## src/hw/rtl/ppm_p6_pkg.sv

```systemverilog
`default_nettype none
// ----------------------------------------------------------------------------
// ppm_p6_pkg
// Shared types and constants for the binary PPM stream parser.
// ----------------------------------------------------------------------------
package ppm_p6_pkg;

	localparam int MAX_DIM_DEF = 4096;
	localparam int IMG_W       = 13;
	localparam int IDX_W       = 24;
	localparam int CNT_W       = 25;
	localparam int QDEPTH      = 4;
	localparam int TDATA_W     = 80;

	localparam logic [7:0] CH_TAB  = 8'h09;
	localparam logic [7:0] CH_LF   = 8'h0A;
	localparam logic [7:0] CH_CR   = 8'h0D;
	localparam logic [7:0] CH_SP   = 8'h20;
	localparam logic [7:0] CH_ZERO = 8'h30;
	localparam logic [7:0] CH_ONE  = 8'h31;
	localparam logic [7:0] CH_FIVE = 8'h35;
	localparam logic [7:0] CH_SIX  = 8'h36;
	localparam logic [7:0] CH_NINE = 8'h39;
	localparam logic [7:0] CH_P    = 8'h50;

	typedef enum logic [2:0] {
		PH_VER,
		PH_WNUM,
		PH_WTAIL,
		PH_HNUM,
		PH_HTAIL,
		PH_MAXV,
		PH_PIX,
		PH_DONE
	} phase_t;

	typedef enum logic [2:0] {
		VM_NONE,
		VM_P,
		VM_OLD,
		VM_P6,
		VM_BAD
	} vmatch_t;

	typedef enum logic [2:0] {
		ST_OK,
		ST_UNKNOWN,
		ST_UNSUPPORTED,
		ST_BAD_W,
		ST_BAD_H,
		ST_TRUNC,
		ST_SHORT
	} status_t;

	typedef enum logic {
		KIND_PIXEL,
		KIND_STATUS
	} kind_t;

	typedef struct packed {
		kind_t              kind;
		logic [7:0]         red;
		logic [7:0]         green;
		logic [7:0]         blue;
		logic [IDX_W-1:0]   pixel_index;
		logic [IMG_W-1:0]   image_width;
		logic [IMG_W-1:0]   image_height;
		status_t            status;
		logic               run_end;
	} result_t;

	typedef struct packed {
		logic pix;
		logic stat;
	} push_t;

endpackage
`default_nettype wire

```

## src/hw/rtl/ppm_p6_stream_parser_top.sv

```systemverilog
`default_nettype none
// ----------------------------------------------------------------------------
// ppm_p6_stream_parser_top
// Binary PPM (P6) byte stream parser with a small result queue.
// ----------------------------------------------------------------------------
// Usage:
// The slave channel takes one file byte per word in s_tdata, with s_tlast
// set on the final byte of the file. The master channel returns result words:
// m_tuser is 0 for a pixel and 1 for the end-of-file status word, and m_tlast
// marks the last word produced by one input byte.
// Each byte is parsed in the cycle it is accepted; its words are registered
// into the output queue. One byte is taken every clock while the receiver
// keeps up; a byte can produce up to two words, held in a four-word output
// queue.
// s_tready drops while the queue holds more than two words, so a byte that
// brings two words always finds room. A stalled receiver halts input once
// three words are waiting, and no word is lost.
// Reset clears the parser to the start of the version line and empties the
// queue. After the final byte's status word the parser is back at that
// state, ready for the next file.
// ----------------------------------------------------------------------------
module ppm_p6_stream_parser_top #(
	parameter int MAX_DIM = ppm_p6_pkg::MAX_DIM_DEF
) (
	input  wire logic                               clk,
	input  wire logic                               arst_n,
	input  wire logic                               s_tvalid,
	output      logic                               s_tready,
	input  wire logic [7:0]                         s_tdata,  // data_byte
	input  wire logic                               s_tlast,  // end_of_file
	output      logic                               m_tvalid,
	input  wire logic                               m_tready,
	// red, green, blue, pixel_index, image_width, image_height, status, zero pad
	output      logic [ppm_p6_pkg::TDATA_W-1:0]     m_tdata,
	output      logic                               m_tuser,  // kind
	output      logic                               m_tlast   // run_end
);

	localparam int QD    = ppm_p6_pkg::QDEPTH;
	localparam int PTR_W = $clog2(QD);
	localparam int QCW   = $clog2(QD + 1);
	localparam int RW    = $bits(ppm_p6_pkg::result_t) - 2;
	localparam int PAD   = ppm_p6_pkg::TDATA_W - RW;

	logic                  acc, pop;
	ppm_p6_pkg::push_t     push;
	ppm_p6_pkg::result_t   pix_res, stat_res, head;
	ppm_p6_pkg::result_t   q_mem [QD];
	logic [PTR_W-1:0]      wp_q, wp_nx, rp_q;
	logic [QCW-1:0]        cnt_q, push_n;

	assign s_tready = (cnt_q <= QCW'(QD - 2));
	assign acc      = s_tvalid && s_tready;
	assign m_tvalid = (cnt_q != '0);
	assign pop      = m_tvalid && m_tready;
	assign wp_nx    = wp_q + PTR_W'(1);
	assign push_n   = QCW'(push.pix) + QCW'(push.stat);

	ppm_p6_parse #(
		.MAX_DIM(MAX_DIM)
	) u_parse (
		.clk        (clk),
		.arst_n     (arst_n),
		.acc        (acc),
		.data_byte  (s_tdata),
		.end_of_file(s_tlast),
		.push       (push),
		.pix_res    (pix_res),
		.stat_res   (stat_res)
	);

	always_ff @(posedge clk) begin
		if (push.pix) begin
			q_mem[wp_q] <= pix_res;
		end
		if (push.stat) begin
			q_mem[push.pix ? wp_nx : wp_q] <= stat_res;
		end
	end

	always_ff @(posedge clk or negedge arst_n) begin
		if (!arst_n) begin
			wp_q  <= '0;
			rp_q  <= '0;
			cnt_q <= '0;
		end else begin
			wp_q  <= wp_q + PTR_W'(push_n);
			rp_q  <= rp_q + PTR_W'(pop);
			cnt_q <= cnt_q + push_n - QCW'(pop);
		end
	end

	assign head    = q_mem[rp_q];
	assign m_tdata = {{PAD{1'b0}}, head.status, head.image_height, head.image_width,
		head.pixel_index, head.blue, head.green, head.red};
	assign m_tuser = head.kind;
	assign m_tlast = head.run_end;

`ifndef SYNTHESIS
	a_queue_bound: assert property (@(posedge clk) disable iff (!arst_n)
		cnt_q <= QCW'(QD))
		else $error("result queue overfilled");

	a_push_needs_accept: assert property (@(posedge clk) disable iff (!arst_n)
		(push.pix || push.stat) |-> acc)
		else $error("result produced without an accepted byte");

	a_status_on_last: assert property (@(posedge clk) disable iff (!arst_n)
		push.stat |-> s_tlast)
		else $error("status word produced for a byte that is not final");

	a_head_holds: assert property (@(posedge clk) disable iff (!arst_n)
		(m_tvalid && !m_tready) |=> (m_tvalid && $stable(rp_q)))
		else $error("queue head moved while the receiver stalled");
`endif

endmodule
`default_nettype wire

```

## src/hw/rtl/ppm_p6_parse.sv

```systemverilog
`default_nettype none
// ----------------------------------------------------------------------------
// ppm_p6_parse
// Header and pixel parser: updates the frame state for each accepted byte
// and presents the pixel and status words that byte produces.
// ----------------------------------------------------------------------------
module ppm_p6_parse #(
	parameter int MAX_DIM = ppm_p6_pkg::MAX_DIM_DEF
) (
	input  wire logic                clk,
	input  wire logic                arst_n,
	input  wire logic                acc,
	input  wire logic [7:0]          data_byte,
	input  wire logic                end_of_file,
	output ppm_p6_pkg::push_t        push,
	output ppm_p6_pkg::result_t      pix_res,
	output ppm_p6_pkg::result_t      stat_res
);

	localparam int DW  = $clog2(MAX_DIM + 1);
	localparam int NW  = DW + 4;
	localparam int PW  = 2 * DW;
	localparam int CW  = (PW > ppm_p6_pkg::CNT_W) ? PW : ppm_p6_pkg::CNT_W;
	localparam int IW  = ppm_p6_pkg::IMG_W;
	localparam int XW  = ppm_p6_pkg::IDX_W;
	localparam int PCW = ppm_p6_pkg::CNT_W;

	ppm_p6_pkg::phase_t  ph_q, ph_d;
	ppm_p6_pkg::vmatch_t vm_q, vm_d;
	ppm_p6_pkg::status_t err_q, err_d;
	logic [DW-1:0]       w_q, w_d, h_q, h_d;
	logic                ds_q, ds_d;
	logic [1:0]          cc_q, cc_d;
	logic [7:0]          r_q, r_d, g_q, g_d;
	logic [PCW-1:0]      pd_q, pd_d, pd_inc;
	logic [CW-1:0]       total_q;
	logic [PW-1:0]       prod;

	logic                is_digit, is_ws, is_term, is_w;
	logic [DW-1:0]       num_val;
	logic [NW-1:0]       num_ext, num_next;
	logic                too_big;
	ppm_p6_pkg::status_t bad_code;

	assign is_digit = (data_byte >= ppm_p6_pkg::CH_ZERO) && (data_byte <= ppm_p6_pkg::CH_NINE);
	assign is_ws    = (data_byte == ppm_p6_pkg::CH_SP) ||
		((data_byte >= ppm_p6_pkg::CH_TAB) && (data_byte <= ppm_p6_pkg::CH_CR));
	assign is_w     = (ph_q == ppm_p6_pkg::PH_WNUM);
	assign is_term  = is_w ? (data_byte == ppm_p6_pkg::CH_SP) : (data_byte == ppm_p6_pkg::CH_LF);
	assign bad_code = is_w ? ppm_p6_pkg::ST_BAD_W : ppm_p6_pkg::ST_BAD_H;
	assign num_val  = is_w ? w_q : h_q;
	assign num_ext  = NW'(num_val);
	assign num_next = (num_ext << 3) + (num_ext << 1) + NW'(data_byte[3:0]);
	assign too_big  = num_next > NW'(MAX_DIM);
	assign pd_inc   = pd_q + PCW'(1);
	assign prod     = PW'(w_q) * PW'(h_q);

	always_comb begin
		ph_d  = ph_q;
		vm_d  = vm_q;
		err_d = err_q;
		w_d   = w_q;
		h_d   = h_q;
		ds_d  = ds_q;
		cc_d  = cc_q;
		r_d   = r_q;
		g_d   = g_q;
		pd_d  = pd_q;
		push  = '0;

		pix_res              = '0;
		pix_res.kind         = ppm_p6_pkg::KIND_PIXEL;
		pix_res.red          = r_q;
		pix_res.green        = g_q;
		pix_res.blue         = data_byte;
		pix_res.pixel_index  = pd_q[XW-1:0];
		pix_res.image_width  = IW'(w_q);
		pix_res.image_height = IW'(h_q);
		pix_res.status       = ppm_p6_pkg::ST_OK;
		pix_res.run_end      = !end_of_file;

		case (ph_q)
			ppm_p6_pkg::PH_VER: begin
				if (data_byte == ppm_p6_pkg::CH_LF) begin
					if (vm_q == ppm_p6_pkg::VM_P6) begin
						ph_d = ppm_p6_pkg::PH_WNUM;
					end else if (vm_q == ppm_p6_pkg::VM_OLD) begin
						err_d = ppm_p6_pkg::ST_UNSUPPORTED;
						ph_d  = ppm_p6_pkg::PH_DONE;
					end else begin
						err_d = ppm_p6_pkg::ST_UNKNOWN;
						ph_d  = ppm_p6_pkg::PH_DONE;
					end
				end else if (vm_q == ppm_p6_pkg::VM_NONE && data_byte == ppm_p6_pkg::CH_P) begin
					vm_d = ppm_p6_pkg::VM_P;
				end else if (vm_q == ppm_p6_pkg::VM_P && data_byte >= ppm_p6_pkg::CH_ONE &&
						data_byte <= ppm_p6_pkg::CH_FIVE) begin
					vm_d = ppm_p6_pkg::VM_OLD;
				end else if (vm_q == ppm_p6_pkg::VM_P && data_byte == ppm_p6_pkg::CH_SIX) begin
					vm_d = ppm_p6_pkg::VM_P6;
				end else begin
					vm_d = ppm_p6_pkg::VM_BAD;
				end
			end
			ppm_p6_pkg::PH_WNUM, ppm_p6_pkg::PH_HNUM: begin
				if (is_digit) begin
					if (too_big) begin
						err_d = bad_code;
						ph_d  = ppm_p6_pkg::PH_DONE;
					end else begin
						if (is_w) begin
							w_d = DW'(num_next);
						end else begin
							h_d = DW'(num_next);
						end
						ds_d = 1'b1;
					end
				end else if (is_term) begin
					if (ds_q) begin
						ds_d = 1'b0;
						ph_d = is_w ? ppm_p6_pkg::PH_HNUM : ppm_p6_pkg::PH_MAXV;
					end else begin
						err_d = bad_code;
						ph_d  = ppm_p6_pkg::PH_DONE;
					end
				end else if (!ds_q) begin
					if (!is_ws) begin
						err_d = bad_code;
						ph_d  = ppm_p6_pkg::PH_DONE;
					end
				end else begin
					ph_d = is_w ? ppm_p6_pkg::PH_WTAIL : ppm_p6_pkg::PH_HTAIL;
				end
			end
			ppm_p6_pkg::PH_WTAIL: begin
				if (data_byte == ppm_p6_pkg::CH_SP) begin
					ds_d = 1'b0;
					ph_d = ppm_p6_pkg::PH_HNUM;
				end
			end
			ppm_p6_pkg::PH_HTAIL: begin
				if (data_byte == ppm_p6_pkg::CH_LF) begin
					ph_d = ppm_p6_pkg::PH_MAXV;
				end
			end
			ppm_p6_pkg::PH_MAXV: begin
				if (data_byte == ppm_p6_pkg::CH_LF) begin
					ph_d = (w_q == '0 || h_q == '0) ? ppm_p6_pkg::PH_DONE : ppm_p6_pkg::PH_PIX;
				end
			end
			ppm_p6_pkg::PH_PIX: begin
				if (cc_q == 2'd0) begin
					r_d  = data_byte;
					cc_d = 2'd1;
				end else if (cc_q == 2'd1) begin
					g_d  = data_byte;
					cc_d = 2'd2;
				end else begin
					push.pix = 1'b1;
					cc_d     = 2'd0;
					pd_d     = pd_inc;
					if (CW'(pd_inc) >= total_q) begin
						ph_d = ppm_p6_pkg::PH_DONE;
					end
				end
			end
			default: begin
			end
		endcase

		stat_res              = '0;
		stat_res.kind         = ppm_p6_pkg::KIND_STATUS;
		stat_res.image_width  = IW'(w_d);
		stat_res.image_height = IW'(h_d);
		stat_res.run_end      = 1'b1;
		if (err_d != ppm_p6_pkg::ST_OK) begin
			stat_res.status = err_d;
		end else if (ph_d == ppm_p6_pkg::PH_DONE) begin
			stat_res.status = ppm_p6_pkg::ST_OK;
		end else if (ph_d == ppm_p6_pkg::PH_PIX) begin
			stat_res.status = ppm_p6_pkg::ST_SHORT;
		end else begin
			stat_res.status = ppm_p6_pkg::ST_TRUNC;
		end

		if (end_of_file) begin
			push.stat = 1'b1;
			ph_d      = ppm_p6_pkg::PH_VER;
			vm_d      = ppm_p6_pkg::VM_NONE;
			err_d     = ppm_p6_pkg::ST_OK;
			w_d       = '0;
			h_d       = '0;
			ds_d      = 1'b0;
			cc_d      = 2'd0;
			r_d       = '0;
			g_d       = '0;
			pd_d      = '0;
		end

		if (!acc) begin
			push = '0;
		end
	end

	always_ff @(posedge clk or negedge arst_n) begin
		if (!arst_n) begin
			ph_q  <= ppm_p6_pkg::PH_VER;
			vm_q  <= ppm_p6_pkg::VM_NONE;
			err_q <= ppm_p6_pkg::ST_OK;
			w_q   <= '0;
			h_q   <= '0;
			ds_q  <= 1'b0;
			cc_q  <= 2'd0;
			r_q   <= '0;
			g_q   <= '0;
			pd_q  <= '0;
		end else if (acc) begin
			ph_q  <= ph_d;
			vm_q  <= vm_d;
			err_q <= err_d;
			w_q   <= w_d;
			h_q   <= h_d;
			ds_q  <= ds_d;
			cc_q  <= cc_d;
			r_q   <= r_d;
			g_q   <= g_d;
			pd_q  <= pd_d;
		end
	end

	// The pixel total is captured while the maxval line is skipped, so the
	// compare in the pixel phase never waits on the multiplier.
	always_ff @(posedge clk) begin
		if (ph_q == ppm_p6_pkg::PH_MAXV) begin
			total_q <= CW'(prod);
		end
	end

endmodule
`default_nettype wire
```

## config.mk

```make
export PLATFORM = sky130hd
export DESIGN_NAME = ppm_p6_stream_parser_top
export DESIGN_NICKNAME = d
export VERILOG_FILES = /design/src/hw/rtl/ppm_p6_pkg.sv /design/src/hw/rtl/ppm_p6_stream_parser_top.sv /design/src/hw/rtl/ppm_p6_parse.sv
export SDC_FILE = /design/constraint.sdc
export NUM_CORES = 1
export LEC_CHECK = 0
export ABC_CLOCK_PERIOD_IN_PS = 7370
export BUFFER_PORTS_ARGS = -buffer_cell sky130_fd_sc_hd__buf_2
export CAP_MARGIN = 10
export CORE_MARGIN = 2
export CORE_UTILIZATION = 55
export DETAILED_ROUTE_END_ITERATION = 12
export GPL_ROUTABILITY_DRIVEN = 0
export MAX_ROUTING_LAYER = met4
export PLACE_DENSITY_LB_ADDON = 0.08
export SYNTH_ARGS = -nofsm -noshare
export SYNTH_HDL_FRONTEND = slang
export SYNTH_SLANG_ARGS = --single-unit
```

## constraint.sdc

```tcl
create_clock -name clk -period 7.37 [get_ports clk]
set_clock_uncertainty 0.1 [all_clocks]
set_input_delay 0.737 -clock clk [delete_from_list [all_inputs] [get_ports clk]]
set_output_delay 0.737 -clock clk [all_outputs]
set_load 0.005 [all_outputs]
```

==> results.sh <==
export IMPL_status="finished clean"
export IMPL_cellPowerDensity_nw_per_um2=215.5
export IMPL_place_inst=3373
export IMPL_fin_cells=3464
export IMPL_nNetsFinal=3078
export IMPL_start_util=0.5551
export IMPL_antenna_found_initial=2
export IMPL_critPathLaunchType="flip-flop"
export IMPL_rsz0062_at_grt="no"
export IMPL_ys_flop_type="dfxtp_1"
export IMPL_clockBufferDepth=3
export IMPL_async_reset_ff_frac=0.2009
export IMPL_drt_first_pass_iters=5
export IMPL_relSlewSlack=0.1207
export IMPL_cts_buffers=47
export IMPL_ir_drop_v=0.0002147
export IMPL_synth_edff_count=142
export IMPL_die_y_um=223.1
export IMPL_fin_setup_tns_ns=0
export IMPL_grt_remaining_overflow=0
export IMPL_antenna_left=0
export IMPL_layout_commonest_cell="nand2_1"
export IMPL_area_delta_synth_final_pct=9.424
export IMPL_endpoint_kind="flip-flop"
export IMPL_syn_area_per_cell_um2=9.290
export IMPL_clock_sinks=428
export IMPL_worst_slew_pin_slew_ns=1.310
export IMPL_h_tree_depth=2
export IMPL_clock_fmax_mhz=148.9
export IMPL_cts_clk_slew_worst_paths_ns=0.06
export IMPL_first_iter_violations=2003
export IMPL_final_cell_mix="nand2_1, a21oi_1, dfxtp_1"
export IMPL_synth_cell_types=71
export IMPL_io_pins=97
export IMPL_crit_required_ns=7.72
export IMPL_finalSetupViolations=0
export IMPL_synth_seq_cells=428
export IMPL_dieWidth_um=223.1
export IMPL_drv_slew=0
export IMPL_grt_total_usage=0.3114
export IMPL_ff_latch_area_um2=10430
export IMPL_via_per_inst=6.006
export IMPL_drive_gt1_frac=0.1148
export IMPL_drc=0
export IMPL_tritoncts="done"
export IMPL_path_class="flip-flop to flip-flop"
export IMPL_period_needed_ns=6.717
export IMPL_hold_class="flip-flop to flip-flop"
export IMPL_num_rows=80
export IMPL_fin_crit_sh=0.9114
export IMPL_coreArea_um2=47550
export IMPL_drt_wl_total_um=74310
export IMPL_hold_violations=0
export IMPL_wl_per_cell_um=21.45
export IMPL_post_cts_buffers=0
export IMPL_root_buffer="clkbuf_16"
export IMPL_multi_input_area_um2=14400
export IMPL_place_hpwl_um=48580
export IMPL_numPortBuffers=93
export IMPL_synthCells=2841
export IMPL_grt_first_pass_wirelength_um=117600
export IMPL_power_leakage_nw=12.27
export IMPL_worstPathMaxFanout=17
export IMPL_fp_dieArea_um2=49760
export IMPL_maxCapViolCount=0
export IMPL_vias=20805
export IMPL_insertion_delay_ns=0.60
export IMPL_yosysSeqAreaShare=0.3948
export IMPL_cp_arrival_ns=7.06
export IMPL_grt_pass1_vias=20666
export IMPL_ys_warn_count=0
export IMPL_grt_max_degree=64
export IMPL_fill_cells=4059
export IMPL_syn_area_um2=26390
-- layout make-up --
| class | count | area share |
|---|---|---|
| Tap cell | 615 | 0.02664 |
| Sequential cell | 428 | 0.3611 |
| Antenna cell | 1 | 0.00008665 |
| Timing Repair Buffer | 142 | 0.02946 |
| Clock inverter | 8 | 0.005372 |
| Clock buffer | 80 | 0.05285 |
| Multi-Input combinational cell | 1990 | 0.4985 |
| Inverter | 200 | 0.02599 |
-- cell families (layout without fill, tap and decap cells) --
family                     count (synthesis)  in the layout  share of synthesized area
muxes                                     83             83                    0.06912
other                                      1              4                  0.0001421
buffers and inverters                    425            430                    0.06120
adders and majority gates                256            256                     0.1566
AOI/OAI and AO/OA                        561            561                     0.1236
DFF                                      428            428                     0.3948
and+or+nand+nor                         1028           1028                     0.1749
xor gates and xnor gates                  59             59                    0.01958
-- layer usage --
metal | global-route usage | wire length, µm | share of wire
met5 | - | 0 | 0
met3 | 0.04070 | 5244 | 0.071
met1 | 0.4082 | 31030 | 0.42
met2 | 0.5047 | 35680 | 0.48
met4 | 0.1024 | 2362 | 0.032
-- where the power goes --
part           internal, W  total [W]  switching, W
clock network      0.00152    0.00251      0.000994
logic             0.000438   0.000991      0.000552
registers          0.00254    0.00272      0.000184
total              0.00449    0.00622       0.00173
-- what timing repair did --
action / CTS / global route
hold endpoints to repair: 23 / 0
gates resized for setup: 0 / 0
hold buffers: 1 / 0
-- cells in the mapped netlist (17+ instances only) --
cell type	instances	area share
o21ai_0	104	0.020
nor2_1	61	0.0087
fa_1	124	0.094
a21o_1	22	0.0063
edfxtp_1	142	0.16
xnor2_1	31	0.010
a31oi_1	17	0.0040
nor3_1	36	0.0068
and3_1	18	0.0043
a22o_1	32	0.011
and2_1	145	0.034
nand2_1	649	0.092
ha_1	132	0.063
mux4_2	79	0.067
dfxtp_1	200	0.15
a21oi_1	237	0.045
buf_1	22	0.0031
o21ai_1	78	0.015
nand3_1	46	0.0087
dfrtp_1	86	0.082
xor2_1	28	0.0093
clkbuf_1	195	0.028
inv_1	199	0.028
-- through the flow --
stage | power, W | setup slack (ns) | hold slack [ns] | area [µm²] | util
final | 0.006223 | 0.6528 | 0.3430 | 28880 | 0.6074
after global placement | 0.003739 | 1.003 | 0.3289 | 27170 | 0.5714
after CTS | 0.006253 | 0.7772 | 0.3447 | 28860 | 0.6069
after global routing | 0.006440 | 0.3643 | 0.3608 | 28880 | 0.6074
after detailed placement | 0.003755 | 0.8018 | 0.3355 | 27170 | 0.5714
after floorplan | 0.003375 | 1.605 | 0.3185 | 26400 | -
-- sequential cells by signal, indices dropped and copies added (netlist names) --
name             count
u_parse.pd_q        25
cnt_q                3
u_parse.ds_q         1
u_parse.w_q         13
rp_q                 2
u_parse.cc_q         2
u_parse.err_q        3
u_parse.r_q          8
u_parse.ph_q         3
u_parse.h_q         13
wp_q                 2
u_parse.total_q     26
q_mem              316
u_parse.g_q          8
u_parse.vm_q         3
-- path summary, 6_finish.rpt --
path	startpoint	cells past startpoint	end	slack, ns
min in group asynchronous	arst_n	2	u_parse.h_q[4]	0.52
worst min register to register	q_mem[0][78]	2	q_mem[0][78]	0.34
worst max-delay path	u_parse.ph_q[1]	16	u_parse.w_q[5]	0.65
worst max register to register	u_parse.ph_q[1]	16	u_parse.w_q[5]	0.65
worst min-delay path	q_mem[0][78]	2	q_mem[0][78]	0.34
max in group asynchronous	arst_n	3	rp_q[0]	5.29
-- worst max-delay path, stage by stage (launching register included) --
cell	delay (ns)
dfrtp_1	0.68
clkinv_1	0.41
nand2_1	0.64
nand2_1	0.11
nand2_1	0.15
fa_1	0.46
ha_1	0.33
a21o_1	0.19
and3_1	0.19
o32ai_2	0.24
buf_4	0.23
o2111ai_1	0.12
or4b_1	0.55
o31a_4	0.37
nor4_4	0.66
nand2_1	0.59
o21ai_1	0.52
Power figures use the tool's default switching activity.
